===== src/rtl/stsd_pkg.sv =====
// Shared types, constants and codes for the short-training-sequence frame detector.
`timescale 1ns / 1ps
package stsd_pkg;

    localparam int WINDOW       = 16;
    localparam int SAMPLE_BITS  = 16;
    localparam int WIN_BITS     = $clog2(WINDOW);
    localparam int THR_W        = 16;
    localparam int RUN_W        = 8;
    localparam int CFG_W        = 16;
    localparam int DIGIT_W      = 16;

    localparam int PROD_W       = 2 * SAMPLE_BITS + 1;
    localparam int PW_W         = 2 * SAMPLE_BITS;
    localparam int SQ_W         = 2 * SAMPLE_BITS;
    localparam int CORR_W       = PROD_W + WIN_BITS;
    localparam int PWR_W        = PW_W + WIN_BITS;
    localparam int TP_W         = PWR_W + THR_W;
    localparam int TP_DIGITS    = (TP_W + DIGIT_W - 1) / DIGIT_W;
    localparam int MAG_DIGITS   = (CORR_W + DIGIT_W - 1) / DIGIT_W;
    localparam int MUL_W        = TP_DIGITS * DIGIT_W;
    localparam int DG_W         = $clog2(TP_DIGITS);
    localparam int LEFT_W       = 2 * CORR_W + 1;
    localparam int RIGHT_W      = 2 * TP_W;
    localparam int CMP_W        = (LEFT_W + 32 > RIGHT_W) ? LEFT_W + 32 : RIGHT_W;

    localparam int FIFO_DEPTH   = 2;
    localparam int FIFO_PTR_W   = $clog2(FIFO_DEPTH);
    localparam int FIFO_CNT_W   = $clog2(FIFO_DEPTH + 1);

    localparam logic [RUN_W-1:0] RUN_MAX = {RUN_W{1'b1}};
    localparam logic [THR_W-1:0] THRESHOLD_RESET = 16'd58982;
    localparam logic [RUN_W-1:0] RUN_LENGTH_RESET = 8'd32;

    localparam logic CFG_THRESHOLD  = 1'b0;
    localparam logic CFG_RUN_LENGTH = 1'b1;

    typedef logic signed [SAMPLE_BITS-1:0] sample_t;

    typedef enum logic [1:0] {
        TAG_NONE  = 2'd0,
        TAG_START = 2'd1,
        TAG_END   = 2'd2
    } tag_t;

    typedef struct packed {
        sample_t in_real;
        sample_t in_imag;
    } in_item_t;

    typedef struct packed {
        sample_t    out_real;
        sample_t    out_imag;
        logic [1:0] frame_tag;
    } out_item_t;

    typedef struct packed {
        sample_t x_re;
        sample_t x_im;
        sample_t d_re;
        sample_t d_im;
    } work_t;

    typedef struct packed {
        logic [THR_W-1:0] threshold;
        logic [RUN_W-1:0] run_length;
    } cfg_t;

    typedef struct packed {
        logic push;
        logic full;
    } fifo_wr_t;

    typedef enum logic [3:0] {
        ST_IDLE,
        ST_MUL,
        ST_SUM,
        ST_MAG,
        ST_SQR_R,
        ST_SQR_I,
        ST_TP,
        ST_SQR_TP,
        ST_DECIDE
    } back_state_t;

endpackage


===== src/rtl/stsd_front.sv =====
// Front end: accept samples, pair each with the sample one window back, queue the pair.
`timescale 1ns / 1ps
module stsd_front
    import stsd_pkg::*;
(
    input  logic     clk,
    input  logic     rst_n,
    input  logic     in_valid,
    output logic     in_stall,
    input  in_item_t in_data,
    output fifo_wr_t wr_ctl_unused_guard,
    input  logic     fifo_full,
    output logic     push,
    output work_t    push_data
);

    sample_t              dl_re_reg [WINDOW];
    sample_t              dl_im_reg [WINDOW];
    logic [WIN_BITS-1:0]  pos_reg;
    logic [WIN_BITS-1:0]  pos_next;

    assign in_stall = fifo_full;
    assign push     = in_valid && !fifo_full;

    assign push_data.x_re = in_data.in_real;
    assign push_data.x_im = in_data.in_imag;
    assign push_data.d_re = dl_re_reg[pos_reg];
    assign push_data.d_im = dl_im_reg[pos_reg];

    assign wr_ctl_unused_guard.push = push;
    assign wr_ctl_unused_guard.full = fifo_full;

    // Advance the circular position, wrapping at the window length.
    assign pos_next = (pos_reg == WIN_BITS'(WINDOW - 1)) ? '0 : pos_reg + 1'b1;

    always_ff @(posedge clk or negedge rst_n)
    begin
        if (!rst_n)
        begin
            pos_reg <= '0;
            for (int i = 0; i < WINDOW; i++)
            begin
                dl_re_reg[i] <= '0;
                dl_im_reg[i] <= '0;
            end
        end
        else if (push)
        begin
            dl_re_reg[pos_reg] <= in_data.in_real;
            dl_im_reg[pos_reg] <= in_data.in_imag;
            pos_reg            <= pos_next;
        end
    end

endmodule


===== config.mk =====
export PLATFORM = sky130hd
export DESIGN_NAME = stsd_front
export DESIGN_NICKNAME = d
export VERILOG_FILES = /design/src/rtl/stsd_pkg.sv /design/src/rtl/stsd_front.sv
export SDC_FILE = /design/constraint.sdc
export NUM_CORES = 1
export LEC_CHECK = 0
export ABC_AREA = 1
export BUFFER_PORTS_ARGS = -buffer_cell sky130_fd_sc_hd__buf_2
export CORE_MARGIN = 5
export CORE_UTILIZATION = 45
export DETAILED_ROUTE_END_ITERATION = 12
export PLACE_DENSITY = 0.72
export SLEW_MARGIN = 20
export SYNTH_ARGS = -nofsm -noshare
export SYNTH_HDL_FRONTEND = slang
export SYNTH_SLANG_ARGS = --single-unit

===== constraint.sdc =====
create_clock -name clk -period 6 [get_ports clk]
set_input_delay 0.3 -clock clk [delete_from_list [all_inputs] [get_ports clk]]
set_output_delay 0.3 -clock clk [all_outputs]
set_load 0.005 [all_outputs]

==> results.py <==
metrics = {
    "route": {
        "dr.pass1.iters": 5,
        "drtAntennaViolNets": 0,
        "drc": 0,
        "wl_um": 68200,
        "vias": 21400,
        "wl_per_cell_um": 16.0,
        "routed_via_density": 5.01,
        "drt_iter0_drc": 2024,
    },
    "global_route": {
        "grt_overflow_total": 0,
        "grt_pass1_vias": 20500,
        "grt_use_total": 0.217,
        "grt_antenna_before_repair": 1,
        "grt_max_degree": 142,
        "grt_pass1_wl_um": 111000,
    },
    "clock_network": {
        "numCtsBuffers": 54,
        "clk_pin_slew_worst_paths_ns": 0.06,
        "clockBufferDepth": 3,
        "clockRootBuffer": "clkbuf_16",
        "htree_num_levels": 2,
        "cts_tree": "yes",
        "clk_latency_ns": 0.60,
        "cts.sinks": 516,
    },
    "final_layout": {
        "num-fill-cells": 5458,
        "finalNetCount": 3514,
        "final_util": 0.495,
        "antenna_cells": 0,
        "area_delta_synth_final_pct": 8.65,
        "drive_above_1_share": 0.0701,
        "final_area_um2": 28000,
    },
    "placed_design": {
        "postPlaceCellArea_um2": 26300,
        "pre_cts_ws_ns": 2.36,
        "hpwl_um": 39000,
        "gp_congestion": 0.780,
        "io_buffers": 103,
    },
    "synth": {
        "async_flop_share": 1.00,
        "synthTopCellsByArea": "dfrtp_1, nand2_1, o21ai_0",
        "yosysMostFrequentCell": "nand2_1",
        "syn_avg_cell_area_um2": 7.21,
        "synth_top_area_frac": 0.501,
        "ys_warn_count": 0,
        "synth_area_um2": 25800,
        "synthCells": 3578,
        "ys_seq_elements": 516,
        "synth-main-ff-cell": "dfrtp_1",
        "ys_seq_area_frac": 0.501,
        "yosysUniqueCellTypes": 19,
        "synth_top_area_cell": "dfrtp_1",
        "syn-num-nets": 3618,
        "synth_common_cells": "nand2_1, inv_1, dfrtp_1",
        "synth_edf_count": 0,
    },
    "power_and_ir_drop": {
        "irDropWorstVdd_uv": 309,
        "pwr-share-seq": 0.384,
        "power.total_mw": 14.6,
        "power_density_nw_per_um2": 521,
        "p_comb_frac": 0.390,
        "clockPowerShare": 0.226,
        "power_switching_mw": 5.70,
        "swShare": 0.391,
        "leakage_nw": 14.3,
        "p_int_mw": 8.88,
    },
    "critical_path": {
        "cp-end-kind": "primary output",
        "startpoint_type": "flip-flop",
        "cp_data_required_time_ns": 5.70,
        "ff2ff_setup_slack_ns": 2.25,
        "reg2reg_depth": 6,
        "cp_max_fo": 141,
        "crit_type": "reg -> out",
        "worstPathArrival_ns": 3.74,
    },
    "die": {
        "fp.coreArea_um2": 56600,
        "die_x_um": 249,
        "ios": 104,
        "die_h_um": 249,
        "rows": 87,
        "initial_core_util": 0.455,
        "die_area_um2": 62200,
    },
    "sta": {
        "fin_tns_setup_ns": 0,
        "fin_crit_sh": 0.673,
        "fmax_mhz": 248,
        "rsz0062_at_grt": "no",
        "finalHoldViolations": 0,
        "setup_viol_count_final": 0,
        "clock_skew_ns": 0.0154,
        "post-route-worst-setup-slack_ns": 1.96,
        "period_minus_slack_ns": 4.04,
        "slew_headroom": 0.246,
        "slew_violations": 0,
        "worstMarginPinSlew_ns": 1.13,
    },
    "hold_path": {
        "hp-class": "in -> reg",
        "hold_depth": 3,
    },
    "status": {
        "status": "finished, final reports clean",
    },
    "job": {
        "drv_cap": 0,
    },
}
## per-stage QoR
stage	hold slack, ns	std cells
floorplan	0.00441	3578
global placement	0.329	4170
detailed placement	0.329	4172
CTS	0.0858	4266
global route	0.123	4267
finish	0.110	4267
## cell type report
cell class                      instances  area [um^2]  area share
Sequential cell                       516        12900       0.461
Multi-Input combinational cell       2183         9370       0.334
Inverter                              585         2210      0.0788
Clock buffer                           78         1560      0.0558
Tap cell                              756          946      0.0338
Timing Repair Buffer                  134          856      0.0306
Clock inverter                         15          151     0.00540
## kinds of logic after synthesis
family	after synthesis	synth area share
compound gates	515	0.100
xor+xnor	2	0.000680
fa+ha+maj	4	0.00194
buf+inv	879	0.137
flops	516	0.501
simple gates	1662	0.260
## final timing paths
path	endpoint	startpoint
max	push_data[14]	pos_reg[0]$_DFFE_PN0P_
min	dl_im_reg[183]$_DFFE_PN0P_	in_data[7]
max reg2reg	dl_re_reg[120]$_DFFE_PN0P_	pos_reg[0]$_DFFE_PN0P_
min reg2reg	dl_re_reg[198]$_DFFE_PN0P_	dl_re_reg[198]$_DFFE_PN0P_
max in group asynchronous	dl_im_reg[36]$_DFFE_PN0P_	rst_n
min in group asynchronous	dl_re_reg[96]$_DFFE_PN0P_	rst_n
## power by group through the flow
stage | Combinational [mW] | Sequential, mW | Clock (mW)
final | 5.68 | 5.60 | 3.30
after CTS | 5.69 | 5.60 | 3.35
after global placement | 5.50 | 5.59 | 0
after floorplan | 4.04 | 5.46 | 0
after global routing | 6.54 | 5.76 | 3.48
after detailed placement | 5.63 | 5.66 | 0
## critical path, cell delays in order, from the launching register on
cell	delay, ns
dfrtp_4	0.76
inv_8	0.70
buf_12	0.51
nand2_1	0.11
nand3_1	0.11
nand2_1	0.07
nand2_1	0.06
nand2_1	0.06
inv_1	0.04
nand2_1	0.20
buf_2	0.22
## cell usage in the layout (no fill, tap or decap), types with 3 or more instances in the layout
cell type / n
a21oi_1: 32
buf_12: 6
buf_2: 102
buf_4: 23
clkbuf_1: 13
clkbuf_16: 55
clkbuf_8: 10
clkinv_2: 8
clkinvlp_4: 3
dfrtp_1: 514
ha_1: 4
inv_1: 577
inv_2: 6
nand2_1: 1349
nand2_2: 3
nand3_1: 258
nor2_1: 32
nor2_4: 18
o21ai_0: 435
o21ai_1: 47
## metal layers
| metal | share of wire | track usage | up-vias |
|---|---|---|---|
| met1 | 0.45 | 0.309 | 10100 |
| met5 | 0 | 0 | - |
| li1 | - | - | 10500 |
| met4 | 0.026 | 0.0611 | 0 |
| met3 | 0.070 | 0.0340 | 116 |
| met2 | 0.45 | 0.348 | 711 |
## what timing repair did
item                                   4_1_cts  5_1_grt
resized for setup                            0        0
setup buffers                                0        0
endpoints found under the hold margin       73        0
hold buffers                                 1        0
No activity file was read; power rests on OpenSTA's default activity.
