===== src/rtl/stsd_pkg.sv =====
// Shared types, constants and codes for the short-training-sequence frame detector.
`timescale 1ns / 1ps
package stsd_pkg;

    localparam int WINDOW       = 16;
    localparam int SAMPLE_BITS  = 16;
    localparam int WIN_BITS     = $clog2(WINDOW);
    localparam int THR_W        = 16;
    localparam int RUN_W        = 8;
    localparam int CFG_W        = 16;
    localparam int DIGIT_W      = 16;

    localparam int PROD_W       = 2 * SAMPLE_BITS + 1;
    localparam int PW_W         = 2 * SAMPLE_BITS;
    localparam int SQ_W         = 2 * SAMPLE_BITS;
    localparam int CORR_W       = PROD_W + WIN_BITS;
    localparam int PWR_W        = PW_W + WIN_BITS;
    localparam int TP_W         = PWR_W + THR_W;
    localparam int TP_DIGITS    = (TP_W + DIGIT_W - 1) / DIGIT_W;
    localparam int MAG_DIGITS   = (CORR_W + DIGIT_W - 1) / DIGIT_W;
    localparam int MUL_W        = TP_DIGITS * DIGIT_W;
    localparam int DG_W         = $clog2(TP_DIGITS);
    localparam int LEFT_W       = 2 * CORR_W + 1;
    localparam int RIGHT_W      = 2 * TP_W;
    localparam int CMP_W        = (LEFT_W + 32 > RIGHT_W) ? LEFT_W + 32 : RIGHT_W;

    localparam int FIFO_DEPTH   = 2;
    localparam int FIFO_PTR_W   = $clog2(FIFO_DEPTH);
    localparam int FIFO_CNT_W   = $clog2(FIFO_DEPTH + 1);

    localparam logic [RUN_W-1:0] RUN_MAX = {RUN_W{1'b1}};
    localparam logic [THR_W-1:0] THRESHOLD_RESET = 16'd58982;
    localparam logic [RUN_W-1:0] RUN_LENGTH_RESET = 8'd32;

    localparam logic CFG_THRESHOLD  = 1'b0;
    localparam logic CFG_RUN_LENGTH = 1'b1;

    typedef logic signed [SAMPLE_BITS-1:0] sample_t;

    typedef enum logic [1:0] {
        TAG_NONE  = 2'd0,
        TAG_START = 2'd1,
        TAG_END   = 2'd2
    } tag_t;

    typedef struct packed {
        sample_t in_real;
        sample_t in_imag;
    } in_item_t;

    typedef struct packed {
        sample_t    out_real;
        sample_t    out_imag;
        logic [1:0] frame_tag;
    } out_item_t;

    typedef struct packed {
        sample_t x_re;
        sample_t x_im;
        sample_t d_re;
        sample_t d_im;
    } work_t;

    typedef struct packed {
        logic [THR_W-1:0] threshold;
        logic [RUN_W-1:0] run_length;
    } cfg_t;

    typedef struct packed {
        logic push;
        logic full;
    } fifo_wr_t;

    typedef enum logic [3:0] {
        ST_IDLE,
        ST_MUL,
        ST_SUM,
        ST_MAG,
        ST_SQR_R,
        ST_SQR_I,
        ST_TP,
        ST_SQR_TP,
        ST_DECIDE
    } back_state_t;

endpackage


===== src/rtl/stsd_fifo.sv =====
// Short queue of sample pairs between the front end and the back end.
`timescale 1ns / 1ps
module stsd_fifo
    import stsd_pkg::*;
(
    input  logic     clk,
    input  logic     rst_n,
    input  fifo_wr_t wr_ctl,
    input  work_t    wr_data,
    input  logic     pop,
    output logic     empty,
    output work_t    rd_data
);

    work_t                 mem_reg [FIFO_DEPTH];
    logic [FIFO_PTR_W-1:0] wr_ptr_reg;
    logic [FIFO_PTR_W-1:0] rd_ptr_reg;
    logic [FIFO_CNT_W-1:0] count_reg;
    logic                  do_push;
    logic                  do_pop;

    assign empty   = (count_reg == '0);
    assign rd_data = mem_reg[rd_ptr_reg];
    assign do_push = wr_ctl.push && !wr_ctl.full;
    assign do_pop  = pop && !empty;

    always_ff @(posedge clk)
    begin
        if (do_push)
        begin
            mem_reg[wr_ptr_reg] <= wr_data;
        end
    end

    always_ff @(posedge clk or negedge rst_n)
    begin
        if (!rst_n)
        begin
            wr_ptr_reg <= '0;
            rd_ptr_reg <= '0;
            count_reg  <= '0;
        end
        else
        begin
            if (do_push)
            begin
                wr_ptr_reg <= (wr_ptr_reg == FIFO_PTR_W'(FIFO_DEPTH - 1)) ? '0
                                                                            : wr_ptr_reg + 1'b1;
            end
            if (do_pop)
            begin
                rd_ptr_reg <= (rd_ptr_reg == FIFO_PTR_W'(FIFO_DEPTH - 1)) ? '0
                                                                            : rd_ptr_reg + 1'b1;
            end
            unique case ({do_push, do_pop})
                2'b10:   count_reg <= count_reg + 1'b1;
                2'b01:   count_reg <= count_reg - 1'b1;
                default: count_reg <= count_reg;
            endcase
        end
    end

endmodule


===== config.mk =====
export PLATFORM = sky130hd
export DESIGN_NAME = stsd_fifo
export DESIGN_NICKNAME = d
export VERILOG_FILES = /design/src/rtl/stsd_pkg.sv /design/src/rtl/stsd_fifo.sv
export SDC_FILE = /design/constraint.sdc
export NUM_CORES = 1
export LEC_CHECK = 0
export ABC_CLOCK_PERIOD_IN_PS = 4600
export BUFFER_PORTS_ARGS = -buffer_cell sky130_fd_sc_hd__buf_2
export CAP_MARGIN = 5
export CORE_ASPECT_RATIO = 1.1
export CORE_UTILIZATION = 50
export DETAILED_ROUTE_END_ITERATION = 16
export GPL_TIMING_DRIVEN = 0
export PLACE_DENSITY_LB_ADDON = 0.25
export SETUP_SLACK_MARGIN = 0.05
export SYNTH_ARGS = -nofsm -noshare
export SYNTH_HDL_FRONTEND = slang
export SYNTH_SLANG_ARGS = --single-unit

===== constraint.sdc =====
create_clock -name clk -period 4.6 [get_ports clk]
set_clock_uncertainty 0.2 [all_clocks]
set_input_delay 0.46 -clock clk [delete_from_list [all_inputs] [get_ports clk]]
set_output_delay 0.46 -clock clk [all_outputs]
set_load 0.02 [all_outputs]

==> summary.md, run 1 <==
| Metric | Value |
|---|---|
| Status | finished clean |
| CORE AREA | 0.00954 mm² |
| Synth async-reset ratio | 3.03% |
| Post-synth net total | 286 |
| Initial antenna violation count | 0 |
| Synth warn | 0 |
| CP max FO | 10 |
| Post-placement cell count | 470 |
| Multi-input logic area | 0.00101 mm² |
| HPWL after DPL | 5510 µm |
| CTS resizes | 0 |
| Post-route antenna net violation count | 0 |
| Share of cells above drive strength 1 | 53.8% |
| Global Route Usage Sum | 18.7% |
| Synthesized instance count | 216 |
| Rows | 37 |
| Hold Vio Cnt, Final | 0 |
| RSZ-0062 raised after global routing | no |
| Primary FF master, synth | edfxtp_1 |
| Port Buf Inserts | 133 |
| Final Cycle Share | 52.3% |
| #FFs+latches synth | 132 |
| Cell breakdown of the critical path | buf_6 -> buf_6 -> mux2_4 -> buf_2 |
| Pwr/cell area | 567 mW/mm² |
| Reg2Reg Depth | 3 |
| Non-Filler Instances | 567 |
| Worst hold-check path type | in2async |
| Seq. cell area | 0.00394 mm² |
| Wirelength per Cell | 16.1 µm |
| Die height | 107 µm |
| Worst path slowest cell | dfrtp_1 |
| Vias per cell | 4.82 |
| Total clock sinks | 132 |
| Final Max Tran Viols | 0 |
| Post-Synthesis Cell Area | 0.00501 mm² |
| Nets | 507 |
| Final setup fails | 0 |
| DR vias | 2733 |
| Clk slew on worst S/H paths | 0.06 ns |
| Synth-to-Final Area Change | 42.7% |
| Largest net degree at the start of global routing | 29 |
| Worst setup path end | rd_data[23] |
| Vias in the first global route | 3004 |
| Max reg flops | 128 |
| Cell variety after synth | 13 |
| Crit. End Element | output port |
| # diodes | 0 |
| Hold_ws | 0.0727 ns |
| Synth cell count leaders | 128 x edfxtp_1, 50 x mux2_4, 14 x mux2_2 |
| CP arrival | 1.75 ns |
| Syn Area/Cell | 23.2 µm² |
| Worst setup SP type | register |
| Slew HR | 58.0% |
| Top cell type's share of synthesized area | 76.7% |
| FF-to-FF setup slack | 2.74 ns |
| Worst endpoint required time | 3.94 ns |
| Count leader, synth | edfxtp_1 |
| 1st-pass router iterations | 4 |
| I/O pin cnt | 134 |
| Worst-margin pin slew | 0.628 ns |
| Crit-path most repeated cell | buf_6 |
| Die width | 97.5 µm |
| GRT overflow | 0 |
| Highest clock rate | 415 MHz |
| Max Buffers Root-to-Sink | 2 |
| VDD IR-drop max | 0.356 mV |
| CTS tree | yes |
| Seq/Total Area, Yosys | 78.7% |
| EDFF count, synth | 128 |
| P_leak | 2.88 nW |
| Dominant cell type by area after synthesis | edfxtp_1 |
| Crit. Startpoint | rd_ptr_reg$_DFFE_PN0P_ |
| Area contributors post-synth | edfxtp_1 77%, mux2_4 15%, mux2_2 3.1% |
| Maxcap violations | 0 |
| Slowest cell delay on critical path | 0.36 ns |
| H-tree levels | 4 |
| DRC | 0 |
| Kind of critical path | reg2out |
| Fill count | 553 |
| Die area | 0.0104 mm² |
| Initial core utilization | 52.6% |
| GP Congestion | 0.639 |
| Total wire length | 9120 µm |
| 1st-iter DRT viols | 93 |
| Min cycle time layout | 2.41 ns |
| Worst-Skew Late Latency | 0.52 ns |
| First-pass GRT wire length | 14300 µm |
| CTS Buf Count | 17 |
| Crit Reg-Reg Endpoint | mem_reg[1][9]$_DFFE_PP_ |
| CTS root buf | clkbuf_8 |
| Worst reg2reg startpoint | wr_ptr_reg$_DFFE_PN0P_ |
## power by group
group | total (mW) | internal (mW) | switching (mW)
Clock | 1.26 | 0.778 | 0.480
Sequential | 1.52 | 1.48 | 0.0451
Combinational | 1.27 | 0.611 | 0.659
## layout by cell type (no fill, tap or decap), drive strengths merged
cell type / netlist / final
buf: 7 / 144
edfxtp: 128 / 128
dlygate4sd3: 0 / 65
mux2: 64 / 64
clkbuf: 0 / 18
clkinv: 0 / 8
clkinvlp: 0 / 4
dfrtp: 4 / 4
nor2: 4 / 4
xnor2: 3 / 3
xor2: 2 / 2
bufinv: 0 / 2
nor2b: 1 / 1
nand2b: 1 / 1
inv: 1 / 1
ha: 1 / 1
## cell families (layout without fill, tap and decap cells)
kind of cell / count (synthesis) / count (layout) / synth area share (%)
XOR/XNOR: 5 / 5 / 0.874
adder cells (fa/ha/maj): 1 / 1 / 0.250
buffers and inverters: 8 / 242 / 1.52
flip-flops: 132 / 132 / 78.7
multiplexers: 64 / 64 / 18.1
AND/OR/NAND/NOR: 6 / 6 / 0.549
## stage by stage
step | power (mW) | util [%] | cell area, µm² | setup WS, ns | TNS [ns]
finish | 4.05 | 75.0 | 7150 | 2.19 | 0
global route | 4.21 | 75.0 | 7150 | 2.11 | 0
CTS | 4.09 | 75.0 | 7150 | 2.15 | 0
detailed placement | 2.79 | 62.2 | 5930 | 2.36 | 0
global placement | 2.75 | 61.1 | 5820 | -1.05 | -133.34
floorplan | 2.45 | - | 5010 | 0.570 | 0
## area by class of cell
class	count	area share (%)
tap	117	2.05
inverter	1	0.0525
multi-input combinational	76	14.1
sequential	132	55.2
timing repair buffer	202	19.7
clock buffer	18	5.98
clock inverter	14	1.92
buffer	7	1.01
## worst max-delay path, delay by kind of cell (launching register included)
kind	cells	cell delay, ns
buffers and inverters	3	0.53
muxes	1	0.33
DFF	1	0.36
## routing by layer
metal / global-route usage [%] / share of wire (%) / vias up
met3: 5.80 / 5.7 / 19
met4: 9.77 / 2.0 / 0
met2: 33.3 / 53 / 96
met5: 0 / 0 / -
met1: 20.1 / 39 / 1320
li1: - / - / 1298
## worst min-delay path by stage
stage	from	end	slack (ns)	depth (start not counted)
after floorplan	rst_n	count_reg[0]$_DFFE_PN0P_	-0.04	0
after global placement	rst_n	count_reg[0]$_DFFE_PN0P_	0.07	1
after detailed placement	rst_n	count_reg[1]$_DFFE_PN0P_	0.07	1
after CTS	rst_n	rd_ptr_reg$_DFFE_PN0P_	0.05	2
after global routing	rst_n	rd_ptr_reg$_DFFE_PN0P_	0.07	2
final	rst_n	rd_ptr_reg$_DFFE_PN0P_	0.07	2
## repair_timing
item                                   in CTS  in global routing
buffers inserted                            0                  0
endpoints found under the hold margin     132                  0
hold buffers                               65                  0
No activity file was read; power rests on OpenSTA's default activity.
==> run 2: changes to the inputs <==
Settings changed: ABC_CLOCK_PERIOD_IN_PS 4600 to 2200, CORE_UTILIZATION 50 to 47.
Clock period 4.6 ns to 2.2 ns, I/O delays scaled along.
==> run 2 against run 1 <==
Net effect: critical path depth unchanged; non-clock buffer count rose by 1; via count fell by 1.3%; sequential cell count is the same; clock-buffer cell count down 1; cell count grew 4.8%; clock power up 120%; global-route usage is 2.2 points lower; critical endpoint is now rd_data[8].
==> summary.md, run 2 (same netlist as run 1, synthesis figures left out) <==
| Metric | Value |
|---|---|
| Wirelength per Cell | 14.5 µm (-10%) |
| P_leak | 2.88 nW (+0.12%) |
| Vias in the first global route | 2806 (-6.6%) |
| Clk slew on worst S/H paths | 0.06 ns (about the same) |
| DRC | 0 (unchanged) |
| Post-placement cell count | 496 (+5.5%) |
| I/O pin cnt | 134 (unchanged) |
| Max reg flops | 128 (unchanged) |
| CTS Buf Count | 17 (unchanged) |
| Worst setup SP type | register |
| Min cycle time layout | 2.04 ns |
| Most common cell after layout, fill and taps aside | buf_2 |
| Rows | 39 (+5.4%) |
| VDD IR-drop max | 0.695 mV (+95%) |
| H-tree levels | 4 (unchanged) |
| Total wire length | 8590 µm (-5.8%) |
| Worst-Skew Late Latency | 0.40 ns (-0.12 ns) |
| Highest clock rate | 490 MHz |
| Finished Core Util | 69.3% (-5.7 points) |
| DR vias | 2698 (-1.3%) |
| # Post-CTS Setup Buffers | 0 (unchanged) |
| Port Buf Inserts | 133 (unchanged) |
| 1st-iter DRT viols | 110 (+18%) |
| First-pass GRT wire length | 13100 µm (-8.1%) |
| RSZ-0062 raised after global routing | no |
| Hold Vio Cnt, Final | 0 (unchanged) |
| Maxcap violations | 0 (unchanged) |
| Status | finished clean |
| Post-route antenna net violation count | 0 (unchanged) |
| Die height | 110 µm (+3.1%) |
| Non-Filler Instances | 594 (+4.8%) |
| 1st-pass router iterations | 4 (unchanged) |
| # diodes | 0 (unchanged) |
| Final Max Tran Viols | 0 (unchanged) |
| Global Route Usage Sum | 16.5% (-2.2 points) |
| Vias per cell | 4.54 (-5.8%) |
| Initial antenna violation count | 0 (unchanged) |
| Worst endpoint required time | 1.78 ns (-2.16 ns) |
| Final setup fails | 0 (unchanged) |
| Total clock sinks | 132 (unchanged) |
| Max Buffers Root-to-Sink | 2 (unchanged) |
| Synth-to-Final Area Change | 43.7% |
| Die width | 100 µm (+3.1%) |
| HPWL after DPL | 5310 µm (-3.6%) |
| Cell breakdown of the critical path | buf_6 -> buf_6 -> mux2_4 -> buf_2 |
| Worst-margin pin slew | 0.334 ns (-0.294 ns) |
| Family with the most delay on the worst path | buffers and inverters |
| Crit-path most repeated cell | buf_6 |
| CP max FO | 10 (unchanged) |
| CP arrival | 1.62 ns (-0.13 ns) |
| Final Cycle Share | 92.7% |
| Worst path bufs/invs | 3 (unchanged) |
| Nets | 508 (+0.20%) |
| CTS root buf | clkbuf_16 |
| Initial core utilization | 48.2% (-4.3 points) |
| Crit. End Element | output port |
| CTS tree | yes |
| Cell Area, Placed | 0.00595 mm² (+0.30%) |
| Die area | 0.0111 mm² (+6.3%) |
| CORE AREA | 0.0104 mm² (+9.0%) |
| Share of cells above drive strength 1 | 53.4% (-0.34 points) |
| Most frequent cells in the layout | 134 x buf_2, 128 x edfxtp_1, 66 x dlygate4sd3_1 |
| Largest net degree at the start of global routing | 32 (+10%) |
| GP Congestion | 0.655 (+2.5%) |
| Worst hold-check path type | in2reg |
| Slew HR | 77.7% (+20 points) |
| Kind of critical path | reg2out |
| Worst path slowest cell | dfrtp_1 |
| Slowest cell delay on critical path | 0.35 ns (about the same) |
| GRT overflow | 0 (unchanged) |
| Fill count | 705 (+27%) |
| Final Cell Area | 0.00720 mm² (+0.73%) |
| Pwr/cell area | 1190 mW/mm² (+110%) |
run 2: cell types whose count changed in the layout (fill, tap and decap cells not counted):
cell / delta
clkinv_4: -1
buf_16: -2
clkbuf_8: -2
dlygate4sd3_1: +1
clkbuf_16: +1
clkinv_2: -1
buf_12: +2
clkinv_1: +1
bufinv_16: +1
clkinvlp_4: +1
run 2: layout make-up:
cell class	instances	area (µm²)	share of cell area, %
clock inverters	15	165	2.29
flip-flops and latches	132	3940	54.8
multi-input cells	76	1010	14.0
repair buffers	203	1410	19.5
well taps	143	179	2.48
clock buffers	17	425	5.91
inverters	1	3.75	0.0521
plain buffers	7	72.6	1.01
run 2: final timing paths:
kind                                             to  slack [ns]                      from  cells after the start
max                                      rd_data[8]        0.16    rd_ptr_reg$_DFFE_PN0P_                      4
min                          rd_ptr_reg$_DFFE_PN0P_        0.03                       pop                      3
max reg2reg                count_reg[1]$_DFFE_PN0P_        0.61  count_reg[0]$_DFFE_PN0P_                      5
min reg2reg                count_reg[1]$_DFFE_PN0P_        0.29  count_reg[1]$_DFFE_PN0P_                      1
max in group asynchronous    wr_ptr_reg$_DFFE_PN0P_        1.13                     rst_n                      3
min in group asynchronous  count_reg[0]$_DFFE_PN0P_        0.50                     rst_n                      3
run 2: what timing repair did:
action                    CTS  global route
hold buffers               66             0
hold endpoints to repair  132             0
resized for setup           0             0
run 2: through the flow:
step	setup WS, ns	TNS [ns]	power [mW]	hold WS [ns]
finish	0.160	0	8.58	0.0320
global route	0.0906	0	8.94	0.0376
CTS	0.122	0	8.68	0.0203
detailed placement	0.525	0	5.82	-0.172
global placement	-1.62	-207.24	5.74	-0.172
floorplan	-0.535	-68.54	5.10	-0.276
run 2: power by group:
group | internal, mW | switching (mW) | total (mW)
Sequential | 3.09 | 0.0909 | 3.18
Clock | 1.76 | 0.991 | 2.76
Combinational | 1.27 | 1.38 | 2.65
Total | 6.13 | 2.46 | 8.58
run 2: worst register-to-register path, stage by stage, from the launching register on:
cell and delay [ns]:
dfrtp_1 0.41, nor2_1 0.08, nor2b_1 0.22, ha_1 0.30, nor2_1 0.15, xor2_1 0.15
run 2: layer usage:
| metal | up-vias | GRT usage (%) | part of all wire [%] |
|---|---|---|---|
| li1 | 1300 | - | - |
| met1 | 1308 | 18.3 | 40 |
| met2 | 76 | 29.0 | 55 |
| met3 | 14 | 4.73 | 3.7 |
| met4 | 0 | 8.70 | 1.7 |
| met5 | - | 0 | 0 |
